### src/hw/rtl/rsa_pkg.sv
package rsa_pkg;

  // field and datapath widths
  localparam int ADC_BITS   = 12;
  localparam int SUM_BITS   = 48;
  localparam int CNT_BITS   = 16;
  localparam int MV_BITS    = 16;
  localparam int SCALE_BITS = 10;
  localparam int ID_BITS    = 8;
  localparam int AVG_BITS   = 16;
  localparam int PROD_BITS  = ADC_BITS + MV_BITS + SCALE_BITS;
  // divisor width: wide enough for a reference code or a sample count
  localparam int DIV_BITS   = (ADC_BITS > CNT_BITS) ? ADC_BITS : CNT_BITS;

  // stream widths, padded to whole bytes
  localparam int S_TDATA_W  = ((2 * ADC_BITS + 7) / 8) * 8;
  localparam int M_TDATA_W  = ((ID_BITS + AVG_BITS + 7) / 8) * 8;

  // configuration port
  localparam int ADDR_BITS  = 5;
  localparam int DATA_BITS  = 32;

  localparam logic [2:0] REG_TICKS   = 3'd0;
  localparam logic [2:0] REG_SAMPLES = 3'd1;
  localparam logic [2:0] REG_REF_MV  = 3'd2;
  localparam logic [2:0] REG_SCALE   = 3'd3;
  localparam logic [2:0] REG_DEV_ID  = 3'd4;

  localparam logic [CNT_BITS-1:0]   TICKS_RST   = 16'd100;
  localparam logic [CNT_BITS-1:0]   SAMPLES_RST = 16'd600;
  localparam logic [MV_BITS-1:0]    REF_MV_RST  = 16'd2500;
  localparam logic [SCALE_BITS-1:0] SCALE_RST   = 10'd100;
  localparam logic [ID_BITS-1:0]    DEV_ID_RST  = 8'd0;

  localparam logic [SUM_BITS-1:0] SUM_MAX = {SUM_BITS{1'b1}};
  localparam logic [AVG_BITS-1:0] AVG_MAX = {AVG_BITS{1'b1}};
  localparam logic [CNT_BITS-1:0] CNT_MAX = {CNT_BITS{1'b1}};

endpackage

### src/hw/rtl/rsa_mul.sv
// Shift-add multiplier, one multiplier bit per cycle:
// product = sensor * mv * scale, in two serial passes.
module rsa_mul (
  input  logic                             clk,
  input  logic                             rst,
  input  logic                             start,
  input  logic [rsa_pkg::ADC_BITS-1:0]     sensor,
  input  logic [rsa_pkg::MV_BITS-1:0]      mv,
  input  logic [rsa_pkg::SCALE_BITS-1:0]   scale,
  output logic                             done,
  output logic [rsa_pkg::PROD_BITS-1:0]    product
);
  import rsa_pkg::*;

  localparam logic [1:0] PH_IDLE = 2'd0;
  localparam logic [1:0] PH_A    = 2'd1;
  localparam logic [1:0] PH_B    = 2'd2;

  logic [1:0]            phase;
  logic [4:0]            cnt;
  logic [PROD_BITS-1:0]  acc;
  logic [PROD_BITS-1:0]  mcand;
  logic [ADC_BITS-1:0]   bits_a;
  logic [SCALE_BITS-1:0] bits_b;
  logic [PROD_BITS-1:0]  acc_next;
  logic                  bit_now;

  assign bit_now  = (phase == PH_A) ? bits_a[0] : bits_b[0];
  assign acc_next = bit_now ? acc + mcand : acc;
  assign product  = acc;

  always_ff @(posedge clk) begin
    if (rst) begin
      phase <= PH_IDLE;
      done  <= 1'b0;
    end else begin
      done <= 1'b0;
      case (phase)
        PH_IDLE: begin
          if (start) begin
            phase <= PH_A;
          end
        end
        PH_A: begin
          if (cnt == 5'(ADC_BITS - 1)) begin
            phase <= PH_B;
          end
        end
        PH_B: begin
          if (cnt == 5'(SCALE_BITS - 1)) begin
            phase <= PH_IDLE;
            done  <= 1'b1;
          end
        end
        default: phase <= PH_IDLE;
      endcase
    end
  end

  always_ff @(posedge clk) begin
    case (phase)
      PH_IDLE: begin
        if (start) begin
          acc    <= '0;
          mcand  <= PROD_BITS'(mv);
          bits_a <= sensor;
          bits_b <= scale;
          cnt    <= '0;
        end
      end
      PH_A: begin
        if (cnt == 5'(ADC_BITS - 1)) begin
          // first pass done: its product becomes the next multiplicand
          mcand <= acc_next;
          acc   <= '0;
          cnt   <= '0;
        end else begin
          acc    <= acc_next;
          mcand  <= {mcand[PROD_BITS-2:0], 1'b0};
          bits_a <= {1'b0, bits_a[ADC_BITS-1:1]};
          cnt    <= cnt + 5'd1;
        end
      end
      PH_B: begin
        acc    <= acc_next;
        mcand  <= {mcand[PROD_BITS-2:0], 1'b0};
        bits_b <= {1'b0, bits_b[SCALE_BITS-1:1]};
        cnt    <= cnt + 5'd1;
      end
      default: cnt <= '0;
    endcase
  end

endmodule

### src/hw/rtl/rsa_div.sv
// Restoring divider, one quotient bit per cycle.
// Shared by the per-sample scaling divide and the report average.
module rsa_div (
  input  logic                           clk,
  input  logic                           rst,
  input  logic                           start,
  input  logic [rsa_pkg::SUM_BITS-1:0]   dividend,
  input  logic [rsa_pkg::DIV_BITS-1:0]   divisor,
  output logic                           done,
  output logic [rsa_pkg::SUM_BITS-1:0]   quotient
);
  import rsa_pkg::*;

  localparam int CW = $clog2(SUM_BITS + 1);

  logic                busy;
  logic [CW-1:0]       cnt;
  logic [DIV_BITS-1:0] rem;
  logic [DIV_BITS-1:0] dvs;
  logic [SUM_BITS-1:0] quo;
  logic [DIV_BITS:0]   trial;
  logic [DIV_BITS:0]   diff;
  logic                ge;

  assign trial    = {rem, quo[SUM_BITS-1]};
  assign diff     = trial - {1'b0, dvs};
  assign ge       = ~diff[DIV_BITS];
  assign quotient = quo;

  always_ff @(posedge clk) begin
    if (rst) begin
      busy <= 1'b0;
      done <= 1'b0;
    end else begin
      done <= 1'b0;
      if (!busy && start) begin
        busy <= 1'b1;
      end else if (busy && cnt == CW'(SUM_BITS - 1)) begin
        busy <= 1'b0;
        done <= 1'b1;
      end
    end
  end

  always_ff @(posedge clk) begin
    if (!busy) begin
      if (start) begin
        rem <= '0;
        dvs <= divisor;
        quo <= dividend;
        cnt <= '0;
      end
    end else begin
      rem <= ge ? diff[DIV_BITS-1:0] : trial[DIV_BITS-1:0];
      quo <= {quo[SUM_BITS-2:0], ge};
      cnt <= cnt + CW'(1);
    end
  end

endmodule

### src/hw/rtl/ratiometric_sensor_averager_unit.sv
// A tick that is not a sample instant, or whose reference fails, is handled in ST_IDLE, a
// sample with a failed sensor read goes on to ST_CHECK, one with a good read runs the serial
// multiply (ST_MUL), then the bit-serial divider (ST_SDIV). A report with samples adds the
// average divide in the same divider (ST_RDIV) and sits in an output register; a further
// report waits until m_tready drains it. One item at a time.
// Reset (rst, synchronous): counters, sums and flags clear, registers take defaults.
module ratiometric_sensor_averager_unit (
  input  logic                              clk,
  input  logic                              rst,
  // input ticks
  input  logic                              s_tvalid,
  output logic                              s_tready,
  input  logic [rsa_pkg::S_TDATA_W-1:0]     s_tdata,  // ref_reading, sensor_reading
  input  logic [1:0]                        s_tuser,  // ref_ok, sensor_ok
  // reports
  output logic                              m_tvalid,
  input  logic                              m_tready,
  output logic [rsa_pkg::M_TDATA_W-1:0]     m_tdata,  // report_id, average_value
  output logic [1:0]                        m_tuser,  // no_samples, saturated
  // configuration
  input  logic                              psel,
  input  logic                              penable,
  input  logic                              pwrite,
  input  logic [rsa_pkg::ADDR_BITS-1:0]     paddr,
  input  logic [rsa_pkg::DATA_BITS-1:0]     pwdata,
  output logic [rsa_pkg::DATA_BITS-1:0]     prdata,
  output logic                              pready
);
  import rsa_pkg::*;

  // sequencer states
  localparam logic [2:0] ST_IDLE  = 3'd0;  // waiting for a tick
  localparam logic [2:0] ST_MUL   = 3'd1;  // sensor * mV * scale
  localparam logic [2:0] ST_SDIV  = 3'd2;  // sample value = product / ref
  localparam logic [2:0] ST_CHECK = 3'd3;  // report due?
  localparam logic [2:0] ST_RDIV  = 3'd4;  // average = sum / count

  logic [2:0] state;

  // configuration registers
  logic [CNT_BITS-1:0]   ticks_per_sample;
  logic [CNT_BITS-1:0]   samples_per_report;
  logic [MV_BITS-1:0]    ref_millivolts;
  logic [SCALE_BITS-1:0] output_scale;
  logic [ID_BITS-1:0]    device_id;

  // running state
  logic [CNT_BITS-1:0]   tick_counter;
  logic [CNT_BITS-1:0]   sample_counter;
  logic [SUM_BITS-1:0]   value_sum;
  logic [CNT_BITS-1:0]   valid_count;
  logic                  sum_clipped;
  logic [ADC_BITS-1:0]   ref_hold;

  // output register
  logic [ID_BITS-1:0]    out_id;
  logic [AVG_BITS-1:0]   out_avg;
  logic                  out_empty;
  logic                  out_sat;

  // input fields
  logic                  ref_ok;
  logic                  sensor_ok;
  logic [ADC_BITS-1:0]   ref_reading;
  logic [ADC_BITS-1:0]   sensor_reading;

  assign ref_ok         = s_tuser[0];
  assign sensor_ok      = s_tuser[1];
  assign ref_reading    = s_tdata[ADC_BITS-1:0];
  assign sensor_reading = s_tdata[2*ADC_BITS-1:ADC_BITS];

  logic                  accept;
  logic [CNT_BITS-1:0]   tick_next;
  logic                  sample_now;
  logic                  ref_good;
  logic                  report_due;

  assign s_tready   = (state == ST_IDLE);
  assign accept     = s_tvalid & s_tready;
  assign tick_next  = tick_counter + CNT_BITS'(1);
  assign sample_now = (tick_next >= ticks_per_sample);
  assign ref_good   = ref_ok & (ref_reading != '0);
  assign report_due = (sample_counter >= samples_per_report);

  // serial multiplier
  logic                 mul_start;
  logic                 mul_done;
  logic [PROD_BITS-1:0] product;

  assign mul_start = accept & sample_now & ref_good & sensor_ok;

  rsa_mul u_mul (
    .clk     (clk),
    .rst     (rst),
    .start   (mul_start),
    .sensor  (sensor_reading),
    .mv      (ref_millivolts),
    .scale   (output_scale),
    .done    (mul_done),
    .product (product)
  );

  // shared divider: sample scaling started from ST_MUL, average started from ST_CHECK
  logic                div_start;
  logic                div_done;
  logic [SUM_BITS-1:0] div_num;
  logic [DIV_BITS-1:0] div_den;
  logic [SUM_BITS-1:0] quotient;

  assign div_start = (state == ST_MUL && mul_done) ||
                     (state == ST_CHECK && report_due && valid_count != '0 && !m_tvalid);
  assign div_num   = (state == ST_MUL) ? SUM_BITS'(product) : value_sum;
  assign div_den   = (state == ST_MUL) ? DIV_BITS'(ref_hold) : DIV_BITS'(valid_count);

  rsa_div u_div (
    .clk      (clk),
    .rst      (rst),
    .start    (div_start),
    .dividend (div_num),
    .divisor  (div_den),
    .done     (div_done),
    .quotient (quotient)
  );

  // accumulate with saturation
  logic [SUM_BITS:0] sum_wide;
  logic              avg_clip;

  assign sum_wide = {1'b0, value_sum} + {1'b0, quotient};
  assign avg_clip = (quotient[SUM_BITS-1:AVG_BITS] != '0);

  always_ff @(posedge clk) begin
    if (rst) begin
      state          <= ST_IDLE;
      tick_counter   <= '0;
      sample_counter <= '0;
      value_sum      <= '0;
      valid_count    <= '0;
      sum_clipped    <= 1'b0;
      m_tvalid       <= 1'b0;
    end else begin
      if (m_tvalid && m_tready) begin
        m_tvalid <= 1'b0;
      end
      case (state)
        ST_IDLE: begin
          if (accept) begin
            if (!sample_now) begin
              tick_counter <= tick_next;
            end else begin
              tick_counter <= '0;
              if (!ref_good) begin
                // bad reference: drop the whole period
                sample_counter <= '0;
                value_sum      <= '0;
                valid_count    <= '0;
                sum_clipped    <= 1'b0;
              end else begin
                sample_counter <= sample_counter + CNT_BITS'(1);
                state          <= sensor_ok ? ST_MUL : ST_CHECK;
              end
            end
          end
        end
        ST_MUL: begin
          if (mul_done) begin
            state <= ST_SDIV;
          end
        end
        ST_SDIV: begin
          if (div_done) begin
            if (sum_wide[SUM_BITS]) begin
              value_sum   <= SUM_MAX;
              sum_clipped <= 1'b1;
            end else begin
              value_sum <= sum_wide[SUM_BITS-1:0];
            end
            if (valid_count != CNT_MAX) begin
              valid_count <= valid_count + CNT_BITS'(1);
            end
            state <= ST_CHECK;
          end
        end
        ST_CHECK: begin
          if (!report_due) begin
            state <= ST_IDLE;
          end else if (!m_tvalid) begin
            // output slot free; otherwise hold here until it drains
            sample_counter <= '0;
            if (valid_count == '0) begin
              m_tvalid    <= 1'b1;
              value_sum   <= '0;
              sum_clipped <= 1'b0;
              state       <= ST_IDLE;
            end else begin
              state <= ST_RDIV;
            end
          end
        end
        ST_RDIV: begin
          if (div_done) begin
            m_tvalid    <= 1'b1;
            value_sum   <= '0;
            valid_count <= '0;
            sum_clipped <= 1'b0;
            state       <= ST_IDLE;
          end
        end
        default: state <= ST_IDLE;
      endcase
    end
  end

  // payload registers
  always_ff @(posedge clk) begin
    if (mul_start) begin
      ref_hold <= ref_reading;
    end
    if (state == ST_CHECK && report_due && !m_tvalid && valid_count == '0) begin
      out_id    <= device_id;
      out_avg   <= '0;
      out_empty <= 1'b1;
      out_sat   <= sum_clipped;
    end else if (state == ST_RDIV && div_done) begin
      out_id    <= device_id;
      out_avg   <= avg_clip ? AVG_MAX : quotient[AVG_BITS-1:0];
      out_empty <= 1'b0;
      out_sat   <= sum_clipped | avg_clip;
    end
  end

  assign m_tdata = M_TDATA_W'({out_avg, out_id});
  assign m_tuser = {out_sat, out_empty};

  // configuration port
  logic cfg_wr;

  assign pready = 1'b1;
  assign cfg_wr = psel & penable & pwrite;

  always_ff @(posedge clk) begin
    if (rst) begin
      ticks_per_sample   <= TICKS_RST;
      samples_per_report <= SAMPLES_RST;
      ref_millivolts     <= REF_MV_RST;
      output_scale       <= SCALE_RST;
      device_id          <= DEV_ID_RST;
    end else if (cfg_wr) begin
      case (paddr[4:2])
        REG_TICKS:   ticks_per_sample   <= pwdata[CNT_BITS-1:0];
        REG_SAMPLES: samples_per_report <= pwdata[CNT_BITS-1:0];
        REG_REF_MV:  ref_millivolts     <= pwdata[MV_BITS-1:0];
        REG_SCALE:   output_scale       <= pwdata[SCALE_BITS-1:0];
        REG_DEV_ID:  device_id          <= pwdata[ID_BITS-1:0];
        default: ;
      endcase
    end
  end

  always_comb begin
    case (paddr[4:2])
      REG_TICKS:   prdata = DATA_BITS'(ticks_per_sample);
      REG_SAMPLES: prdata = DATA_BITS'(samples_per_report);
      REG_REF_MV:  prdata = DATA_BITS'(ref_millivolts);
      REG_SCALE:   prdata = DATA_BITS'(output_scale);
      REG_DEV_ID:  prdata = DATA_BITS'(device_id);
      default:     prdata = '0;
    endcase
  end

endmodule

### config.mk
export PLATFORM = sky130hd
export DESIGN_NAME = ratiometric_sensor_averager_unit
export DESIGN_NICKNAME = d
export VERILOG_FILES = /design/src/hw/rtl/rsa_pkg.sv /design/src/hw/rtl/rsa_mul.sv /design/src/hw/rtl/rsa_div.sv /design/src/hw/rtl/ratiometric_sensor_averager_unit.sv
export SDC_FILE = /design/constraint.sdc
export NUM_CORES = 1
export LEC_CHECK = 0
export BUFFER_PORTS_ARGS = -buffer_cell sky130_fd_sc_hd__buf_2
export CAP_MARGIN = 20
export CORE_ASPECT_RATIO = 0.75
export CORE_UTILIZATION = 55
export CTS_CLUSTER_DIAMETER = 30
export DETAILED_ROUTE_END_ITERATION = 6
export PLACE_DENSITY = 0.73
export SETUP_SLACK_MARGIN = 0.02
export SLEW_MARGIN = 20
export SYNTH_ARGS = -nofsm -noshare
export SYNTH_HDL_FRONTEND = slang
export SYNTH_SLANG_ARGS = --single-unit
### constraint.sdc
create_clock -name clk -period 9.75 [get_ports clk]
set_input_delay 0.4875 -clock clk [delete_from_list [all_inputs] [get_ports clk]]
set_output_delay 0.4875 -clock clk [all_outputs]
set_load 0.01 [all_outputs]
* Yosys cells after proc, flatten, opt, wreduce, memory -nomap -nowiden *
Index checks and enable logic that the tools add are counted.

storage, ports and cells
  flip-flop bits (word level) = 399
  input bits = 70
  output and inout port bits = 61
  logic and storage cells = 220

cells by class
  $add $sub $neg = 8
  order comparisons = 2
  eq/ne operators = 31
  mux-type cells = 90
  bitwise logic cells = 11
  reduce and logical (&&, ||, !) cells = 47

operators with widths
  kind                                                   count
  two-way mux 48 bit                                     12
  two-way mux 16 bit                                     16
  case mux 38 bit (3 select lines)                       2
  case mux 48 bit (4 select lines)                       1
  two-way mux 38 bit                                     5
  case mux 16 bit (5 select lines)                       1
  adder 48 x 48 -> 49 bit                                1
  adder 16 x 1 -> 16 bit, second input constant          3
  case mux 16 bit (3 select lines)                       1
  adder 38 bit                                           1
  two-way mux 12 bit                                     3
  greater-or-equal comparator 16 bit                     2
  case mux 16 bit (2 select lines)                       1
  nonzero test 32 bit                                    1
  two-way mux 3 bit                                      9
  case mux 12 bit (2 select lines)                       1
  two-way mux 1 bit                                      21
  case mux 10 bit (2 select lines)                       1
  AND reduction 2 bit                                    9
  subtractor 17 x 16 -> 17 bit                           1
  logical NOT 16 bit                                     1
  two-way mux 8 bit                                      2
  inequality test 16 bit, second input constant          1
  inequality test 2 x 1 -> 1 bit, second input constant  8
  other kinds (39)                                       85

* Longest topological paths before layout *
  depth in word-level cells = 7
  gate-level depth with buffers = 17
  mapped depth without buffers = 17

* By module *
Synthesis repeated with hierarchy kept, for this count alone.

second synthesis, totals
  cells, all modules = 2689
  area total of the unflattened synthesis = 24512.3 um^2

by module, submodules not included
  module                            instances  cells an instance  area each (um^2)  seq. area each (um^2)
  ratiometric_sensor_averager_unit  1          1637               13047.5           4314.1
  rsa_mul                           1          699                6901.6            3153.0
  rsa_div                           1          353                4563.1            2622.5

* Worst setup path before layout *
OpenSTA, ideal clock, no wires.

  kind = reg-to-reg
  start point = register tick_counter[0]
  end point = register u_mul.mcand[0] (enable)
  library setup time = 0.511 ns
  arrival time = 7.150 ns
  required time = 9.239 ns
  slack = 2.089 ns
  cell stages (with the launch flop) = 15
  buffers on the path = 0
  period minus slack after synthesis = 7.661 ns
  cells stage by stage = dfxtp_1 ha_1 and3_1 nand3_1 nor2_1 and3_1 nand3_1 xnor2_1 ha_1 nand4_1 or3_1 o21a_2 nor3_1 nor2b_1 nor2_1

between the ends
  longest elaborated chain between the ends = 7

ends and longest elaborated chain
  element                             RTL line                                 text
  start, declared                     ratiometric_sensor_averager_unit.sv:48   logic [CNT_BITS-1:0] tick_counter;
  start signal, assigned              ratiometric_sensor_averager_unit.sv:149  tick_counter <= tick_next;
  adder 16 x 1 -> 16 bit              ratiometric_sensor_averager_unit.sv:80   assign tick_next = tick_counter + CNT_BITS'(1);
  greater-or-equal comparator 16 bit  ratiometric_sensor_averager_unit.sv:81   assign sample_now = (tick_next >= ticks_per_sample);
  AND 1 bit (3 in a row)              ratiometric_sensor_averager_unit.sv:90   assign mul_start = accept & sample_now & ref_good & sensor_ok;
  via mul_start                       ratiometric_sensor_averager_unit.sv:86   logic mul_start;
  inequality test 2 bit (no line)     -
  AND reduction 2 bit (no line)       -
  end signal, assigned                rsa_mul.sv:74                            mcand <= acc_next;
  end signal, assigned                rsa_mul.sv:79                            mcand <= {mcand[PROD_BITS-2:0], 1'b0};
  end signal, assigned                rsa_mul.sv:86                            mcand <= {mcand[PROD_BITS-2:0], 1'b0};
  end, declared                       rsa_mul.sv:22                            logic [PROD_BITS-1:0] mcand;

The timed path passes the listed nets, and every way through them passes these cells.
A chain may end at the register's enable or synchronous reset.

* Worst setup path after layout *
  start point = register tick_counter[0]
  end point = register u_mul.acc[18] (netlist: u_mul.product[18]) (enable)

between the ends
  longest elaborated chain between the ends = 7

ends and longest elaborated chain
  element                             RTL line                                text
  adder 16 x 1 -> 16 bit              ratiometric_sensor_averager_unit.sv:80
  greater-or-equal comparator 16 bit  ratiometric_sensor_averager_unit.sv:81
  AND 1 bit (3 in a row)              ratiometric_sensor_averager_unit.sv:90
  via mul_start                       ratiometric_sensor_averager_unit.sv:86
  inequality test 2 bit (no line)     -
  AND reduction 2 bit (no line)       -
  end signal, assigned                rsa_mul.sv:78                           acc <= acc_next;
  end signal, assigned                rsa_mul.sv:85                           acc <= acc_next;
  end, declared                       rsa_mul.sv:21                           logic [PROD_BITS-1:0] acc;

The timed path passes the listed nets, and every way through them passes these cells.

==> out/metrics.yaml <==
cts_max_level: 3
synth-edff-count: 210
total_leakage_power_nw: 10.9
min_path_type: "input port to flop"
cts_inserted_buffers: 77
synth_seq_cells: 399
number_of_cell_rows: 65
post-route-min-period_ns: 5.23
portBuffers: 95
cp-start-kind: "flop"
vias_per_cell: 6.02
final_critical_path_setup_slack_ns: 4.52
netlist_area_before_placement_um2: 23900
relSlewSlack: 0.283
largest_net_degree_at_the_start_of_global_routing: 122
cts.sinks: 399
synth_cell_types: 82
required_ns: 9.95
core_um2: 42500
grt_usage: 0.282
globalRouteOverflowTotal: 0
post-cts-setup-buffers: 0
synthCells: 2705
tightestPinTransition_ns: 1.08
drt-total-wl_um: 63100
via_count: 20429
power.density_nw_per_um2: 164
vdd.ir_drop.worst_mv: 0.157
layout.cell_area.non_filler_um2: 27200
top_level_ports: 131
ctsResizeCount: 0
die_w_um: 243
drtPass1Iterations: 5
die_h_um: 182
result_of_the_run: "complete, no violations"
floorplan.initialDensity: 0.563
place_congestion: 0.939
layout_worst_path_cycle_share: 0.536
endpoint_kind: "flop"
synth.yosys.warnings: 0
hpwl_um: 43900
synth_seq_area_share: 0.422
async_flop_share: 0
routed_wire_length_per_instance_um: 18.6
path_class: "flop to flop"
post_dp_cell_area_um2: 24600
insertedDiodeCount: 0
rsz0062_at_grt: "false"
netlist.area_leader.share: 0.264
route.antenna.remaining_nets: 0
drt_iter0_markers: 1645
overall_die_area_um2: 44300
tns_ns: 0
synth.avg_cell_area_um2: 8.83
drive_above_1_share: 0.106
clk_pin_slew_worst_paths_ns: 0.06
clock_insertion_delay_worst_skew_ns: 0.60
fin_worst_skew_ns: 0.0312
drv.max_cap_violation_count: 0
final_util: 0.642
max_clock_freq_mhz: 191
vias_in_the_first_global_route: 19068
antenna_found_initial: 0
synthToLayoutAreaGrowth_pct: 14.0
netlist_top_cells_area: "edfxtp_1, dfxtp_1, ha_1, nand2_1, a21oi_1"
place_worst_setup_slack_ns: 4.62
report.final.slew_viol_count: 0
report.final.setup_viol: 0
root_buffer: "clkbuf_16"
final_net_count: 2976
cts-root-to-sink-buffers: 3
postCtsHoldBufs: 0
drcViolationCount: 0
worstPathMaxFanout: 76
finalHoldViolations: 0
grt_pass1_wl_um: 100000
cp.arrival_ns: 5.42
cts_tree: "done"
yosys_most_used_dff: "edfxtp_1"
synth_area_leader_cell: "edfxtp_1"
## report_power, final
part           internal (mW)  switching (mW)  leakage, nW
sequential              1.76         0.00559         3.41
clock                   1.68           0.942         1.26
combinational         0.0296          0.0591         6.23
total                   3.47            1.01         10.9
## metal layers
layer  vias to the layer above  global-route usage  part of all wire
li1                       9770                   -                 -
met1                      9749               0.410              0.46
met2                       792               0.422              0.43
met3                       118              0.0491             0.080
met4                         0              0.0974             0.026
met5                         -                   0                 0
## cells by family (layout without fill, tap and decap cells)
kind of cell             after synthesis  in the layout  share of synthesized area
multiplexers                         121            121                     0.0529
other                                  2             17                   0.000314
XOR/XNOR                             121            121                     0.0451
flip-flops                           399            399                      0.422
AO/OA/AOI/OAI                        693            693                      0.174
AND/OR/NAND/NOR                      967            967                      0.183
buffers and inverters                255            357                     0.0450
adder cells (fa/ha/maj)              147            147                     0.0779
## synthesized netlist by cell type (5+ instances only)
| master | count |
|---|---|
| o21ai_0 | 204 |
| xnor2_1 | 74 |
| o21bai_1 | 22 |
| edfxtp_1 | 210 |
| nand2b_1 | 17 |
| nor2b_1 | 45 |
| a211oi_1 | 33 |
| buf_1 | 16 |
| dfxtp_1 | 189 |
| nand2_1 | 391 |
| nor3_1 | 35 |
| buf_4 | 21 |
| or3_1 | 7 |
| clkbuf_1 | 99 |
| o211ai_1 | 19 |
| a32oi_1 | 6 |
| nand3b_1 | 13 |
| or2_2 | 6 |
| mux2_2 | 23 |
| a31oi_1 | 19 |
| xor2_1 | 46 |
| o21a_1 | 18 |
| buf_2 | 12 |
| nor3b_1 | 5 |
| ha_1 | 144 |
| a21o_1 | 47 |
| nor2_1 | 262 |
| and3_1 | 30 |
| a211o_1 | 13 |
| o22ai_1 | 12 |
| inv_1 | 101 |
| nor4_1 | 22 |
| a21oi_1 | 244 |
| and2_1 | 22 |
| mux2i_1 | 96 |
| nand4_1 | 32 |
| o31ai_1 | 6 |
| nand3_1 | 61 |
## flip-flops by register name, indices dropped and copies added, names as in the netlist, 10 cells and up
register,cells
u_mul.bits_b,10
ticks_per_sample,16
value_sum,48
u_mul.product,38
output_scale,10
u_div.quotient,48
out_avg,16
tick_counter,16
u_mul.mcand,38
valid_count,16
u_div.rem,16
u_mul.bits_a,12
u_div.dvs,16
ref_millivolts,16
samples_per_report,16
ref_hold,12
sample_counter,16
## through the flow
step / power (mW) / std cells / hold slack [ns]
after floorplan: 1.85 / 2720 / 0.428
after global placement: 1.88 / 3248 / 0.446
after detailed placement: 1.89 / 3248 / 0.451
after CTS: 4.50 / 3390 / 0.0475
after global routing: 4.58 / 3391 / 0.0568
final: 4.47 / 3391 / 0.0763
## critical path: stages (launching register included)
cell     delay [ns]
dfxtp_1        0.43
ha_1           0.25
and3_1         0.26
nand3_1        0.22
nor2_1         0.30
and3_1         0.31
nand3_1        0.12
xnor2_1        0.17
ha_1           0.31
nand4_1        0.07
or3_1          0.39
o21a_2         0.29
nor3_2         0.52
nor2b_1        0.20
nor2_4         0.11
buf_4          0.74
## cell type report
cell class,instances,area (um2)
fill,3528,15200
multi-input combinational,2066,12900
sequential,399,10100
clock buffer,87,2030
tap,569,712
timing repair buffer,112,623
clock inverter,55,546
inverter,103,387
## worst paths after layout
kind,endpoint,cells after the start,start,slack [ns]
worst max-delay path,u_mul.product[18],15,tick_counter[0],4.52
worst min-delay path,ref_hold[4],1,s_tdata[4],0.08
worst max register to register,u_mul.product[18],15,tick_counter[0],4.52
worst min register to register,out_id[6],0,device_id[6],0.46
## layout by cell type (no fill, tap or decap), types with 17 or more instances in the layout
cell type	netlist	final
nand2_1	391	391
nor2_1	262	259
a21oi_1	244	244
edfxtp_1	210	210
o21ai_0	204	203
dfxtp_1	189	188
ha_1	144	144
inv_1	101	101
mux2i_1	96	95
buf_2	12	95
clkbuf_16	0	79
xnor2_1	74	74
nand3_1	61	61
a21o_1	47	47
xor2_1	46	46
nor2b_1	45	45
nor3_1	35	34
a211oi_1	33	33
nand4_1	32	32
and3_1	30	30
mux2_2	23	23
o21bai_1	22	22
nor4_1	22	21
and2_1	22	21
o211ai_1	19	19
a31oi_1	19	19
o21a_1	18	17
conb_1	2	17
Note: power is estimated with default switching activity, not from simulation.
